--- config.mk ---
export PLATFORM = sky130hd
export DESIGN_NAME = gbnms_ram
export DESIGN_NICKNAME = d
export VERILOG_FILES = /design/src/rtl/gbnms_ram.sv
export SDC_FILE = /design/constraint.sdc
export NUM_CORES = 1
export LEC_CHECK = 0
export ABC_CLOCK_PERIOD_IN_PS = 3580
export CAP_MARGIN = 20
export CELL_PAD_IN_SITES_DETAIL_PLACEMENT = 0
export CELL_PAD_IN_SITES_GLOBAL_PLACEMENT = 1
export CORE_MARGIN = 2
export CORE_UTILIZATION = 60
export CTS_BUF_LIST = sky130_fd_sc_hd__clkbuf_16
export DETAILED_ROUTE_END_ITERATION = 7
export DONT_BUFFER_PORTS = 1
export HOLD_SLACK_MARGIN = 0.1
export PLACE_DENSITY = 0.87
export SETUP_SLACK_MARGIN = 0.1
export SLEW_MARGIN = 20
export SYNTH_ARGS = -nofsm -noshare
export SYNTH_HDL_FRONTEND = slang
export SYNTH_SLANG_ARGS = --single-unit
--- constraint.sdc ---
create_clock -name clk -period 3.58 [get_ports clk]
set_input_delay 0.716 -clock clk [delete_from_list [all_inputs] [get_ports clk]]
set_output_delay 0.716 -clock clk [all_outputs]
set_load 0.01 [all_outputs]
--- src/rtl/gbnms_ram.sv ---
// Generic single-write, single-read synchronous RAM with registered read data.
`timescale 1ns / 1ps
`default_nettype none

module gbnms_ram #(
  parameter int WIDTH = 8,
  parameter int DEPTH = 16
) (
  input  wire logic                                          clk,
  input  wire logic                                          we,
  input  wire logic [((DEPTH > 1) ? $clog2(DEPTH) : 1)-1:0]  waddr,
  input  wire logic [WIDTH-1:0]                              wdata,
  input  wire logic                                          re,
  input  wire logic [((DEPTH > 1) ? $clog2(DEPTH) : 1)-1:0]  raddr,
  output logic      [WIDTH-1:0]                              rdata
);

  logic [WIDTH-1:0] mem [DEPTH];

  always_ff @(posedge clk) begin
    if (we) begin
      mem[waddr] <= wdata;
    end
    if (re) begin
      rdata <= mem[raddr];
    end
  end

endmodule

`default_nettype wire

-- Word level (Yosys, flattened, before mapping)
Memory sizes are Yosys's and may differ from the RTL's. A register that Yosys moved wholly into a read port is not among the register bits.
Cells that the tools add are included.
- register bits after elaboration: 0
- bits in writable memories: 128
- input port bits: 19
- word-level logic and storage cells: 3
- memories kept: 1
- multiplexer cells: 2
- memories (memory ; words ; width ; rd ports ; clocked after memory_dff ; write ports ; RTL line ; source):
    mem ; 16 ; 8 ; 1 ; 1 ; 1 ; 18 ; logic [WIDTH-1:0] mem [DEPTH];
- operators by type and width (kind ; count):
    two-way mux 1 bit ; 2

-- Depth between registers and ports, before layout
Gate-level depths: netlist (run 1).
- depth in word-level cells: 2
- mapped depth: 5
- mapped depth without buffers: 3

-- Least setup slack after synthesis (run 1)
Ideal clock, no wire load.
- kind: input -> register
- start: input port waddr[2] (netlist bit)
- end: memory mem[0][0] (enable)
- cell stages on the path: 2
- required time: 3.197 ns
- arrival time: 1.826 ns
- path buffers: 0
- slack: 1.371 ns
- library setup time: 0.383 ns
- cell sequence: or3b_2 -> nor3_1
- RTL lines (element ; RTL line ; source):
    start: declaration ; 11 ; input wire logic [((DEPTH > 1) ? $clog2(DEPTH) : 1)-1:0] waddr,
    end: declaration ; 18 ;
Straight into the memory's write port.

-- Final worst setup path (run 1)
- start: input port waddr[2] (netlist bit)
- end: memory mem[3][4] (enable)
Straight into the memory's write port.

==> impl_metrics.yaml, run 1 <==
floorplanning:
  core_sq_um: 8593
  start_util_pct: 60.83
  row_count: 34
  ioPinCount: 27
  die_x_um: 97.34
  fp.dieH_um: 97.34
  dieArea_sq_um: 9475
route:
  ant_nets: 0
  num_vias: 2386
  avgViaCountPerCell: 6.591
  wirelength_mm: 9.453
  firstDrtPassIters: 5
  drt_iter0_markers: 300
  drcViolationCount: 0
  wl_per_cell_um: 26.11
logic_synthesis:
  synth_area_per_cell_sq_um: 22.83
  yosys_register_bits: 136
  synthTopCellsByArea: "edfxtp_1 (78%), mux4_2 (7.8%), mux4_1 (7.0%)"
  synth_most_common_cell: "edfxtp_1"
  yosys.area_share.adder_pct: 0
  synth_top_cells_by_count: "edfxtp_1 (136), mux4_2 (18), a22oi_1 (16)"
  ys_seq_area_share_pct: 78.12
  synth_xor_area_share_pct: 0
  netlist_area_sq_um: 5228
  ys.flop_type: "edfxtp_1"
  syn-num-nets: 248
  synthArstFlopShare_pct: 0
  synth_edf_count: 136
  yosysUniqueCellTypes: 18
  synthSimpleGateAreaFrac_pct: 3.135
  syn_inst: 229
  synth_top_family_by_area: "multiplexers"
  synth-warning-count: 0
  synth_compound_area_share_pct: 2.298
  synth.area.mux_share_pct: 14.79
  synth_top_area_share_pct: 78.12
  yosysTopAreaCell: "edfxtp_1"
clocking:
  cts_tree: "built"
  cts_buffers: 17
  clk_latency_ns: 0.41
  clk_pin_slew_ns: 0.06
  cts.sinks: 136
  cts_root_buf: "clkbuf_16"
  cts_buffer_depth: 2
  ctsResizeCount: 0
  htree_levels: 4
  hold_buffers: 0
  cts_setup_buffers: 0
power_and_ir_drop:
  power.total_uw: 3760
  leakage_uw: 0.001932
  peakVddDrop_mv: 0.4322
  p_per_area_nw_per_um2: 633.5
place:
  postPlaceCellArea_sq_um: 5299
  hpwl_mm: 5.642
  gp_congestion: 0.8091
  io_buffers: 0
  dp_slack_ns: 1.405
timing:
  period_minus_slack_ns: 1.769
  fmax_ghz: 0.5655
  tns_ns: 0
  hold_viol: 0
  rsz0062_at_grt: "false"
  skew_ns: 0.007073
  slew_violations: 0
  tightest_slew_ns: 0.7839
  max_slew_margin_pct: 47.55
  period_share_pct: 49.40
  setup_viol: 0
  fin_ws_ns: 1.812
hold_path:
  hp-class: "input port to flip-flop"
  whs_endpoint: "mem[1][7]$_DFFE_PP_"
  min_path_cells: 0
  min_from: "wdata[7]"
grt:
  grt_pass1_wl_mm: 14.55
  grt_max_degree: 33
  antenna_found_initial: 0
  grt_pass1_vias: 2403
  grt_overflow_total: 0
  grtUsageTotal_pct: 21.78
cells_and_area:
  diodes: 0
  finalCoreUtilization_pct: 69.07
  final_area_sq_um: 5936
  synthToLayoutAreaGrowth_pct: 13.55
  nets: 260
  drive_above_1_share_pct: 20.47
worst_setup_path:
  cp.arrival_ns: 1.81
  path_buf_inv: 0
  crit_fanout: 8
  worstReg2RegStart: "mem[1][2]$_DFFE_PP_"
  critPathSlowestCell: "nor2_1"
  max_stage_delay_ns: 0.59
  cp_data_required_time_ns: 3.62
  critical-path-top-delay-family: "simple AND/OR/NAND/NOR gates"
  regToRegSetupSlack_ns: 1.96
  r2r_end: "rdata[2]$_DFFE_PP_"
  critPathCaptureType: "flip-flop"
  r2r_cells: 3
  cp-start-kind: "input port"
  crit_chain: "or3b_2, nor2_1"
  timing_worst_setup_path_type: "input port to flip-flop"
status:
  status: "completed"
run:
  cap_violations: 0
-- flip-flops by register name (all words and copies together), names as in the netlist --
register / cells
rdata: 8
mem: 128
-- area by class of cell --
| class | instances | area, sq um |
|---|---|---|
| Clock buffer | 17 | 425.4 |
| Clock inverter | 15 | 206.4 |
| Fill cell | 515 | 2658 |
| Multi-Input combinational cell | 83 | 1062 |
| Sequential cell | 136 | 4084 |
| Tap cell | 108 | 135.1 |
| Timing Repair Buffer | 3 | 22.52 |
-- placed cells by master, fill, tap and decap left out, drive strengths merged --
cell type	n
a22oi	16
and2	1
and2b	1
buf	3
bufinv	5
clkbuf	17
clkinv	8
clkinvlp	1
edfxtp	136
inv	1
mux4	32
nand2	9
nand2b	2
nand3	1
nand3b	2
nor2	13
nor2b	1
nor3	4
or3b	1
-- report_power, final --
part	switching, uW	internal, uW
combinational	45.1	51.1
sequential	13.3	1800
clock	630	1220
-- per-layer routing --
metal	track usage [%]	up-vias	wire length [um]	share of wire, %
met2	33.33	144	4729	50
met5	0	-	0	0
li1	-	1006	-	-
met3	7.050	16	871	9.2
met1	30.52	1220	3719	39
met4	7.265	0	132	1.4
-- how the worst max path moves through the flow --
| stage | from | endpoint | slack [ns] | cells after the start |
|---|---|---|---|---|
| 5_1_grt | waddr[2] | mem[3][4]$_DFFE_PP_ | 1.73 | 2 |
| 3_3_place_gp | waddr[3] | mem[4][2]$_DFFE_PP_ | 1.47 | 2 |
| 2_1_floorplan | waddr[2] | mem[0][0]$_DFFE_PP_ | 1.37 | 2 |
| 6_report | waddr[2] | mem[3][4]$_DFFE_PP_ | 1.81 | 2 |
| 3_5_place_dp | waddr[3] | mem[4][2]$_DFFE_PP_ | 1.40 | 2 |
| 4_1_cts | waddr[2] | mem[3][4]$_DFFE_PP_ | 1.83 | 2 |
-- through the flow --
stage / hold slack (ns) / instances
2_1_floorplan: 0.7048 / 229
3_3_place_gp: 0.7411 / 330
3_5_place_dp: 0.7472 / 330
4_1_cts: 0.3848 / 362
5_1_grt: 0.3856 / 362
6_report: 0.3978 / 362
-- logic make-up after synthesis --
logic type	after synthesis
AO/OA/AOI/OAI	16
buffers and inverters	10
flip-flops	136
multiplexers	32
AND/OR/NAND/NOR	35
Note: power is estimated with default switching activity, not from simulation.
==> run 2: changes to the inputs <==
ABC_CLOCK_PERIOD_IN_PS = 1650   (was 3580)
CORE_UTILIZATION = 55   (was 60)
PLACE_DENSITY = 0.81   (was 0.87)
clock period = 1.65 ns   (was 3.58 ns; I/O delays follow)
==> run 2 against run 1 <==
Clock-buffer cell count did not move. First-iteration DRC count fell by 11%. Die area up 8.7%. Sequential share of layout area is 1.6 points lower. Register-to-register slack got worse by 1.8 ns. Hold slack worse by 0.11 ns. Wire length rose by 0.51%. Sequential power up 120%. Worst setup slack worse by 1.7 ns. Combinational power grew to 2.9 times the previous value. Global-route usage fell by 0.90 points. Critical path type is now flip-flop to flip-flop. Largest cell class unchanged.
==> impl_metrics.yaml, run 2 (synthesis gave the netlist of run 1 again) <==
status:
  status: "completed"
floorplanning:
  dieArea_sq_um: 10300
  ioPinCount: 27
  fp.dieH_um: 101.5
  start_util_pct: 56.57
  row_count: 35
  core_sq_um: 9240
  die_x_um: 101.5
route:
  num_vias: 2391
  drt_iter0_markers: 266
  firstDrtPassIters: 6
  drcViolationCount: 0
  ant_nets: 0
  avgViaCountPerCell: 5.889
  wirelength_mm: 9.501
  wl_per_cell_um: 23.40
timing:
  tightest_slew_ns: 0.6167
  skew_ns: 0.005527
  fin_hold_ws_ns: 0.2877
  hold_viol: 0
  fmax_ghz: 0.6706
  period_share_pct: 90.38
  max_slew_margin_pct: 58.75
  setup_viol: 0
  fin_ws_ns: 0.1587
  rsz0062_at_grt: "false"
  tns_ns: 0
  slew_violations: 0
  period_minus_slack_ns: 1.491
worst_setup_path:
  max_stage_delay_ns: 0.49
  critical-path-top-delay-family: "multiplexers"
  timing_worst_setup_path_type: "flip-flop to flip-flop"
  cp-start-kind: "flip-flop"
  worstReg2RegStart: "mem[0][6]$_DFFE_PP_"
  cp_data_required_time_ns: 1.80
  critPathSlowestCell: "mux4_2"
  r2r_cells: 3
  r2r_end: "rdata[6]$_DFFE_PP_"
  path_buf_inv: 0
  cp.arrival_ns: 1.64
  crit_chain: "mux4_2, a22oi_1, nand2_1"
  crit_fanout: 1
  regToRegSetupSlack_ns: 0.16
  critPathCaptureType: "flip-flop"
grt:
  grt_pass1_vias: 2438
  grtUsageTotal_pct: 20.88
  grt_max_degree: 33
  grt_pass1_wl_mm: 14.57
  antenna_found_initial: 0
  grt_overflow_total: 0
hold_path:
  min_path_cells: 3
  whs_endpoint: "rdata[5]$_DFFE_PP_"
  min_from: "raddr[1]"
  hp-class: "input port to flip-flop"
clocking:
  cts.sinks: 136
  cts_buffers: 17
  cts_buffer_depth: 2
  clk_pin_slew_ns: 0.06
  htree_levels: 4
  cts_setup_buffers: 0
  cts_root_buf: "clkbuf_16"
  cts_tree: "built"
  clk_latency_ns: 0.41
cells_and_area:
  layout_common_cells: "edfxtp_1 (136), mux4_2 (27), buf_4 (18), clkbuf_16 (17), a22oi_1 (15)"
  largest_reg_flops: 128
  synthToLayoutAreaGrowth_pct: 16.30
  largest_register: "mem"
  drive_above_1_share_pct: 27.80
  layout_commonest_cell: "edfxtp_1"
  diodes: 0
  nets: 284
  reg.largest.list: "mem: 128 flops, rdata: 8 flops"
power_and_ir_drop:
  p_per_area_nw_per_um2: 1287
  peakVddDrop_mv: 0.8219
  leakage_uw: 0.001972
place:
  hpwl_mm: 5.624
  io_buffers: 0
  dp_slack_ns: 0.1465
  gp_congestion: 0.7321
run:
  cap_violations: 0
## run 2: final cells by class
class	count	area, sq um
Clock buffer	17	425.4
Clock inverter	14	150.1
Fill cell	578	3161
Multi-Input combinational cell	83	1033
Sequential cell	136	4084
Tap cell	129	161.4
Timing Repair Buffer	27	225.2
## run 2: metal layers
layer  track usage [%]  share of wire (%)
met5                 0                  0
met4             6.237               0.60
met3             7.039                8.8
met2             31.38                 50
met1             29.79                 41
## run 2: how the worst max path moves through the flow
stage	from	to	cells after the start
2_1_floorplan	waddr[2]	mem[3][0]$_DFFE_PP_	2
3_3_place_gp	raddr[0]	rdata[3]$_DFFE_PP_	3
3_5_place_dp	waddr[2]	mem[0][1]$_DFFE_PP_	3
4_1_cts	mem[10][3]$_DFFE_PP_	rdata[3]$_DFFE_PP_	3
5_1_grt	mem[1][0]$_DFFE_PP_	rdata[0]$_DFFE_PP_	3
6_report	mem[0][6]$_DFFE_PP_	rdata[6]$_DFFE_PP_	3
## run 2: power breakdown
| part | switching, uW | internal, uW | leakage, uW | total, uW |
|---|---|---|---|---|
| logic | 144 | 138 | 0.000468 | 282 |
| registers | 31.0 | 3900 | 0.00124 | 3930 |
| clock network | 1390 | 2220 | 0.000268 | 3610 |
| total | 1570 | 6260 | 0.00197 | 7820 |
## run 2: metrics by stage
| stage | utilization, % | cell area [sq um] | power (uW) | instances |
|---|---|---|---|---|
| floorplan | - | 5223 | 4197 | 229 |
| global placement | 58.54 | 5409 | 4211 | 366 |
| detailed placement | 58.54 | 5409 | 4216 | 366 |
| CTS | 65.74 | 6075 | 7878 | 406 |
| global route | 65.80 | 6080 | 8025 | 406 |
| finish | 65.80 | 6080 | 7824 | 406 |
## run 2: worst reg2reg max path: stages, from the launching register on
cell and delay, ns:
edfxtp_1 0.40, mux4_2 0.49, a22oi_1 0.25, nand2_1 0.10
## run 2: repair_timing
action                                 CTS  global route
hold buffers                             9             0
setup endpoints to repair                0             1
endpoints found under the hold margin  136             0
gates resized for setup                  0             1
