--- src/rtl/gbnms_pkg.sv ---
// Shared types and constants for the greedy box suppression block.
`timescale 1ns / 1ps
`default_nettype none

package gbnms_pkg;

  // Sizing of the kept-box store and the per-set box counter
  localparam int MAX_KEPT  = 256;
  localparam int MAX_BOXES = 1024;

  localparam int KEPT_AW = (MAX_KEPT > 1) ? $clog2(MAX_KEPT) : 1;
  localparam int KEPT_CW = $clog2(MAX_KEPT + 1);
  localparam int BOX_CW  = (MAX_BOXES > 1) ? $clog2(MAX_BOXES) : 1;

  // Field widths
  localparam int COORD_W   = 14;
  localparam int SIZE_W    = 13;
  localparam int BOX_NUM_W = 10;
  localparam int THR_W     = 16;

  // Arithmetic widths of the overlap test
  localparam int EDGE_W  = COORD_W + 2;      // left + width, signed
  localparam int DIFF_W  = EDGE_W + 1;       // edge difference, signed
  localparam int SPAN_W  = SIZE_W + 1;       // clamped overlap span
  localparam int AREA_W  = 2 * SIZE_W;       // width * height
  localparam int INTER_W = 2 * SPAN_W - 1;   // span product, at most 2^26
  localparam int SUM_W   = AREA_W + 1;       // sum of two areas
  localparam int UNI_W   = SUM_W + 1;        // union, signed
  localparam int PROD_W  = INTER_W + THR_W;  // both sides of the ratio compare

  // Configuration port
  localparam int PADDR_W = 3;
  localparam int PDATA_W = 32;
  localparam logic REG_IOU_THR = 1'b0;       // word index of the threshold
  localparam logic [THR_W-1:0] THR_RESET = 16'd29491;

  typedef struct packed {
    logic signed [COORD_W-1:0] left;
    logic signed [COORD_W-1:0] top;
    logic        [SIZE_W-1:0]  width;
    logic        [SIZE_W-1:0]  height;
  } box_t;

  localparam int BOX_W = $bits(box_t);

  // One comparison outcome from the overlap unit
  typedef struct packed {
    logic valid;
    logic hit;
  } iou_res_t;

  typedef enum logic [1:0] {
    ST_IDLE,
    ST_SCAN,
    ST_DONE
  } state_t;

endpackage

`default_nettype wire

--- src/rtl/gbnms_iou.sv ---
// Pipelined overlap-ratio test of the current box against one kept box.
`timescale 1ns / 1ps
`default_nettype none

module gbnms_iou (
  input  wire logic                              clk,
  input  wire logic                              rst,
  input  wire logic                              valid_in,
  input  wire gbnms_pkg::box_t                   cur,
  input  wire gbnms_pkg::box_t                   kept,
  input  wire logic [gbnms_pkg::THR_W-1:0]       thr,
  output gbnms_pkg::iou_res_t                    res,
  output logic                                   busy
);

  // stage valids
  logic s1v, s2v, s3v, s4v, s5v;

  // stage 1: edges and areas
  logic signed [gbnms_pkg::EDGE_W-1:0]  ra, rb, ba, bb;
  logic signed [gbnms_pkg::COORD_W-1:0] lb, tb;
  logic        [gbnms_pkg::AREA_W-1:0]  area_a, area_b;
  // stage 2: clamped spans and area sum
  logic [gbnms_pkg::SPAN_W-1:0] iw, ih;
  logic [gbnms_pkg::SUM_W-1:0]  sum2;
  // stage 3: intersection
  logic [gbnms_pkg::INTER_W-1:0] inter3;
  logic [gbnms_pkg::SUM_W-1:0]   sum3;
  // stage 4: union
  logic [gbnms_pkg::INTER_W-1:0]      inter4;
  logic signed [gbnms_pkg::UNI_W-1:0] uni4;
  // stage 5: cross product
  logic [gbnms_pkg::INTER_W-1:0] inter5;
  logic [gbnms_pkg::PROD_W-1:0]  prod5;
  logic                          uni_pos5, uni_zero5;
  // stage 6: outcome
  logic                          res_valid, res_hit;

  // combinational helpers for stage 2
  logic signed [gbnms_pkg::COORD_W-1:0] mx_l, mx_t;
  logic signed [gbnms_pkg::EDGE_W-1:0]  mn_r, mn_b;
  logic signed [gbnms_pkg::DIFF_W-1:0]  dw, dh;

  always_comb begin
    mx_l = (cur.left > lb) ? cur.left : lb;
    mx_t = (cur.top  > tb) ? cur.top  : tb;
    mn_r = (ra < rb) ? ra : rb;
    mn_b = (ba < bb) ? ba : bb;
    dw = gbnms_pkg::DIFF_W'(mn_r) - gbnms_pkg::DIFF_W'(mx_l) + gbnms_pkg::DIFF_W'(1);
    dh = gbnms_pkg::DIFF_W'(mn_b) - gbnms_pkg::DIFF_W'(mx_t) + gbnms_pkg::DIFF_W'(1);
  end

  always_ff @(posedge clk) begin
    if (rst) begin
      s1v       <= 1'b0;
      s2v       <= 1'b0;
      s3v       <= 1'b0;
      s4v       <= 1'b0;
      s5v       <= 1'b0;
      res_valid <= 1'b0;
    end else begin
      s1v       <= valid_in;
      s2v       <= s1v;
      s3v       <= s2v;
      s4v       <= s3v;
      s5v       <= s4v;
      res_valid <= s5v;
    end
  end

  always_ff @(posedge clk) begin
    // stage 1
    ra <= gbnms_pkg::EDGE_W'(cur.left) + $signed({3'b000, cur.width});
    ba <= gbnms_pkg::EDGE_W'(cur.top)  + $signed({3'b000, cur.height});
    rb <= gbnms_pkg::EDGE_W'(kept.left) + $signed({3'b000, kept.width});
    bb <= gbnms_pkg::EDGE_W'(kept.top)  + $signed({3'b000, kept.height});
    lb <= kept.left;
    tb <= kept.top;
    area_a <= cur.width * cur.height;
    area_b <= kept.width * kept.height;
    // stage 2: drop negative spans to zero
    iw   <= (dw > 0) ? dw[gbnms_pkg::SPAN_W-1:0] : '0;
    ih   <= (dh > 0) ? dh[gbnms_pkg::SPAN_W-1:0] : '0;
    sum2 <= gbnms_pkg::SUM_W'(area_a) + gbnms_pkg::SUM_W'(area_b);
    // stage 3
    inter3 <= gbnms_pkg::INTER_W'(iw * ih);
    sum3   <= sum2;
    // stage 4
    inter4 <= inter3;
    uni4   <= $signed({1'b0, sum3}) - $signed({1'b0, inter3});
    // stage 5
    inter5    <= inter4;
    prod5     <= thr * uni4[gbnms_pkg::SUM_W-1:0];
    uni_pos5  <= (uni4 > 0);
    uni_zero5 <= (uni4 == 0);
    // stage 6: positive union uses the cross product, zero union any overlap, negative union never hits
    if (uni_pos5) begin
      res_hit <= ({inter5, {gbnms_pkg::THR_W{1'b0}}} > prod5);
    end else begin
      res_hit <= uni_zero5 && (inter5 != '0);
    end
  end

  assign res  = '{valid: res_valid, hit: res_hit};
  assign busy = s1v | s2v | s3v | s4v | s5v | res_valid;

endmodule

`default_nettype wire

--- config.mk ---
export PLATFORM = sky130hd
export DESIGN_NAME = gbnms_iou
export DESIGN_NICKNAME = d
export VERILOG_FILES = /design/src/rtl/gbnms_pkg.sv /design/src/rtl/gbnms_iou.sv
export SDC_FILE = /design/constraint.sdc
export NUM_CORES = 2
export LEC_CHECK = 0
export BUFFER_PORTS_ARGS = -buffer_cell sky130_fd_sc_hd__buf_4
export CAP_MARGIN = 10
export CELL_PAD_IN_SITES_DETAIL_PLACEMENT = 0
export CELL_PAD_IN_SITES_GLOBAL_PLACEMENT = 1
export CORE_MARGIN = 4
export CORE_UTILIZATION = 50
export CTS_CLUSTER_SIZE = 28
export DETAILED_ROUTE_END_ITERATION = 16
export GPL_ROUTABILITY_DRIVEN = 1
export PLACE_DENSITY = 0.9
export SLEW_MARGIN = 10
export SYNTH_ARGS = -nofsm -noshare
export SYNTH_HDL_FRONTEND = slang
export SYNTH_SLANG_ARGS = --single-unit
export TNS_END_PERCENT = 5
--- constraint.sdc ---
create_clock -name clk -period 7.17 [get_ports clk]
set_input_delay 0.717 -clock clk [delete_from_list [all_inputs] [get_ports clk]]
set_output_delay 0.717 -clock clk [all_outputs]
set_load 0.02 [all_outputs]
# Yosys cells after proc, flatten, opt, wreduce, memory -nomap -nowiden
# Index checks and enable logic that the tools add are counted.
# Widths: inputs -> output; s select.
# classes
add_sub_neg,10
mul,4
magnitude_cmp,8
muxes,5
bitwise,5
reduce_logical,3
# ops
op,n
$add 14x14->15,4
$mul 13x13->26,2
$gt 43x43->1,1
$mul 16x27->43,1
$add 17x2->17 const B,2
$gt 17x1->1 const B,2
$sub 16x14->17,2
$logic_not 32->1,1
$mux 16,2
$lt 15x15->1,2
$gt 14x14->1,2
$gt 28x1->1 const B,1
$mux 14,2
$sub 27x27->28,1
$add 26x26->27,1
$mul 14x14->27,1
$reduce_bool 27->1,1
$or 1x1->1,5
$logic_and 1x1->1,1
$mux 1,1
# word_totals
reg_bits,383
in_bits,127
word_cells,61

# Logic depth before layout (Yosys ltp)
# logic_depth
word_depth,5
ltp_mapped,26
depth_no_buf,25

# Worst setup path after synthesis
# Ideal clock, no wire load.
# synth_path
kind,input -> register
start,input port thr[7] (netlist name)
end,register prod5[42] (netlist name)
setup_time_ns,0.123
t_arrival_ns,6.378
t_required_ns,7.047
setup_slack_ns,0.669
path_stages,23
n_path_buf,3
cell_sequence,clkbuf_1 clkbuf_1 nand2_1 fa_1 inv_1 fa_1 fa_1 fa_1 fa_1 inv_1 fa_1 inv_1 ha_1 buf_2 a21oi_1 o21ai_0 a2111oi_0 nor2_1 nor3_1 o211ai_1 o211a_1 a221oi_2 xnor2_1
# synth_between
elab_chain_len,1
# synth_lines
item,line,source
from (decl),gbnms_iou.sv:11,"input wire logic [gbnms_pkg::THR_W-1:0] thr,"
$mul 16x27->43,gbnms_iou.sv:93,prod5 <= thr * uni4[gbnms_pkg::SUM_W-1:0];
to (signal assigned),gbnms_iou.sv:93,
to (decl),gbnms_iou.sv:34,logic [gbnms_pkg::PROD_W-1:0] prod5;
# Every way passes these cells.
# A chain may end at the register's enable or synchronous reset.

# Worst setup path after layout
# layout_path
start,register uni4[14] (netlist name)
end,register prod5[42] (netlist name)
# layout_between
elab_chain_len,1
# layout_lines
item,line,source
from (decl),gbnms_iou.sv:31,logic signed [gbnms_pkg::UNI_W-1:0] uni4;
from (signal assigned),gbnms_iou.sv:90,"uni4 <= $signed({1'b0, sum3}) - $signed({1'b0, inter3});"
$mul 16x27->43,gbnms_iou.sv:93,
# Every way passes these cells.

==> impl_metrics.env <==
export IMPL_status="finished, final reports clean"
export IMPL_syn_inst=5235
export IMPL_maxUsedRoutingLayer="met4"
export IMPL_portBuffers=129
export IMPL_gp_congestion=0.8854
export IMPL_post_drt_wl_per_cell_um=17.52
export IMPL_ys_seq_area_share_pct=16.03
export IMPL_antenna_found_initial=5
export IMPL_fin_skew_ns=0.03544
export IMPL_syn_avg_cell_area_um2=9.139
export IMPL_postCtsSetupRepairBufs=0
export IMPL_io_pins=130
export IMPL_overflow=0
export IMPL_worst_pin_slew_ns=0.9678
export IMPL_crit_fanout=17
export IMPL_slew_limit_headroom_pct=35.47
export IMPL_hold_violations=0
export IMPL_rsz0062_at_grt="false"
export IMPL_start_util_pct=50.36
export IMPL_critPathLaunchType="register"
export IMPL_synth_edf_count=0
export IMPL_slew_viol_final=0
export IMPL_clockBufferDepth=3
export IMPL_final_cell_count_no_fill=6594
export IMPL_worstPathRequired_ns=7.64
export IMPL_cts_inserted_buffers=43
export IMPL_crit_type="reg2reg"
export IMPL_synthToLayoutAreaGrowth_pct=7.922
export IMPL_arrival_ns=7.32
export IMPL_hold_buffers=0
export IMPL_synth_main_ff_cell="dfxtp_1"
export IMPL_wl_met1_um=49320
export IMPL_viasPerCell=5.311
export IMPL_crit_path_end_kind="register"
export IMPL_dp_hpwl_um=95700
export IMPL_grt_pass1_wl_um=191600
export IMPL_ys_types=83
export IMPL_setup_violations=0
export IMPL_cts_htree_levels=2
export IMPL_cts_resized=0
export IMPL_nets=6749
export IMPL_core_um2=95010
export IMPL_die_area_um2=100700
export IMPL_grt_max_degree=28
export IMPL_cts_root_buf="clkbuf_16"
export IMPL_timing_setup_tns_ns=0
export IMPL_grt_pass1_vias=36680
export IMPL_die_y_um=317.3
export IMPL_final_min_clock_period_ns=6.848
export IMPL_fp_dieW_um=317.3
export IMPL_synth_nets=6693
export IMPL_fin_crit_sh_pct=95.51
export IMPL_synthArstFlopShare_pct=0
export IMPL_synth_area_um2=47840
export IMPL_drive_gt1_share_pct=5.745
export IMPL_clkTransAtPathRegs_ns=0.06
export IMPL_fmax_ghz=0.1460
export IMPL_cts_tree="done"
export IMPL_firstDrtPassIters=6
export IMPL_drc=0
export IMPL_maxCapViolCount=0
export IMPL_wl_met2_um=54810
export IMPL_grt_usage_pct=23.67
export IMPL_drt_iter0_markers=1905
export IMPL_clock_latency_ns=0.60
export IMPL_num_rows=113
export IMPL_min_path_type="in2reg"
export IMPL_drt_total_wl_um=115500
export IMPL_vias=35020
export IMPL_met3_length_um=7536
export IMPL_yosysWarnings=0
export IMPL_clock_sinks=383
export IMPL_ys_ff_latch=383
export IMPL_ant_nets=0
export IMPL_dp_cells=6511
==> cell usage after synthesis (8+ instances only) <==
cell	instances	area [um2]
or3_1	10	62.56
mux2_1	8	90.09
nor4_1	25	156.4
mux2_2	21	236.5
inv_1	989	3712
a211oi_1	18	135.1
nor2b_1	43	269.0
o31ai_1	9	67.56
nor3_1	43	215.2
nand4_1	26	162.7
o21a_1	26	195.2
a21o_1	89	668.1
xnor2_1	140	1226
a21boi_0	12	90.09
clkbuf_1	153	574.3
a21oi_1	174	870.8
nand3_1	43	215.2
a311oi_1	8	70.07
o211ai_1	13	97.59
and2_1	405	2534
nor2_1	164	615.6
fa_1	738	14770
a31oi_1	18	112.6
o21ai_0	104	520.5
ha_1	593	7420
and3_1	20	125.1
a31o_2	8	70.07
nand2_1	673	2526
nand2b_1	34	212.7
mux2i_1	33	330.3
or2_2	9	56.30
o21bai_1	20	150.1
dfxtp_1	383	7667
xor2_1	62	543.0
==> cells in the final DEF, fill, tap and decap left out, types with 10 or more instances in the layout <==
cell type | synthesis | routed
a211oi_1 | 18 | 18
a21boi_0 | 12 | 12
a21o_1 | 89 | 89
a21oi_1 | 174 | 174
a31oi_1 | 18 | 18
and2_1 | 405 | 405
and3_1 | 20 | 20
buf_4 | 3 | 177
clkbuf_16 | 0 | 43
dfxtp_1 | 383 | 383
fa_1 | 738 | 738
ha_1 | 593 | 593
inv_1 | 989 | 989
mux2_2 | 21 | 21
mux2i_1 | 33 | 33
nand2_1 | 673 | 673
nand2b_1 | 34 | 34
nand3_1 | 43 | 43
nand4_1 | 26 | 26
nor2_1 | 164 | 164
nor2b_1 | 43 | 43
nor3_1 | 43 | 43
nor4_1 | 25 | 25
o211ai_1 | 13 | 13
o21a_1 | 26 | 26
o21ai_0 | 104 | 104
o21bai_1 | 20 | 20
or3_1 | 10 | 10
xnor2_1 | 140 | 140
xor2_1 | 62 | 62
==> worst paths after layout <==
| check | start | slack, ns | endpoint | cells after the start |
|---|---|---|---|---|
| setup reg to reg | uni4[14] | 0.32 | prod5[42] | 20 |
| hold / removal | kept[42] | 0.23 | lb[2] | 1 |
| setup / recovery | uni4[14] | 0.32 | prod5[42] | 20 |
| hold reg to reg | sum2[23] | 0.32 | sum3[23] | 0 |
==> worst max-delay path, stage by stage (launching register included) <==
cell and delay [ns]:
dfxtp_1 0.86, nand2_1 0.18, fa_1 0.52, fa_1 0.53, fa_1 0.55, inv_1 0.07, fa_1 0.45, fa_1 0.51
inv_1 0.05, fa_1 0.51, inv_1 0.06, ha_1 0.39, a21oi_1 0.21, o21ai_0 0.16, a2111oi_0 0.42, nor2_1 0.16
nor3_1 0.41, o211ai_1 0.16, o211a_1 0.18, a221oi_2 0.27, xnor2_1 0.10
==> stage by stage <==
stage	utilization, %	setup WS, ns	hold slack [ns]	instance area, um2
2_1_floorplan	-	0.6689	0.3096	47840
3_3_place_gp	52.74	0.2750	0.3103	50110
3_5_place_dp	52.74	0.1943	0.3121	50110
4_1_cts	54.34	0.3441	0.2004	51630
5_1_grt	54.34	0.03189	0.2088	51630
6_report	54.34	0.3218	0.2311	51630
==> layer usage <==
metal | global-route usage, % | up-vias
li1 | - | 16510
met4 | 7.341 | 0
met3 | 3.786 | 196
met1 | 31.47 | 17240
met2 | 39.87 | 1079
met5 | 0 | -
==> sequential cells by signal, indices dropped and copies added, names as in the netlist, 15 cells and up <==
name	count
prod5	43
area_a	26
sum3	27
inter5	27
ra	15
rb	15
inter4	27
inter3	27
uni4	28
sum2	27
ba	15
area_b	26
bb	15
==> cell type report <==
| cell class | instances | area [um2] |
|---|---|---|
| Antenna cell | 3 | 7.507 |
| Clock buffer | 53 | 1174 |
| Clock inverter | 27 | 341.6 |
| Fill cell | 8591 | 43380 |
| Inverter | 989 | 3712 |
| Multi-Input combinational cell | 3697 | 35820 |
| Sequential cell | 383 | 7667 |
| Tap cell | 1265 | 1583 |
| Timing Repair Buffer | 177 | 1329 |
==> logic make-up after synthesis <==
kind of cell    synth area share [%]
compound gates                 8.008
xor+xnor                       3.698
fa+ha+maj                      46.39
buf+inv                        9.114
flops                          16.03
mux                            1.402
simple gates                   15.36
Power is not shown: default switching activity piles up to over one toggle a cycle in this logic, so the estimate is an artifact.
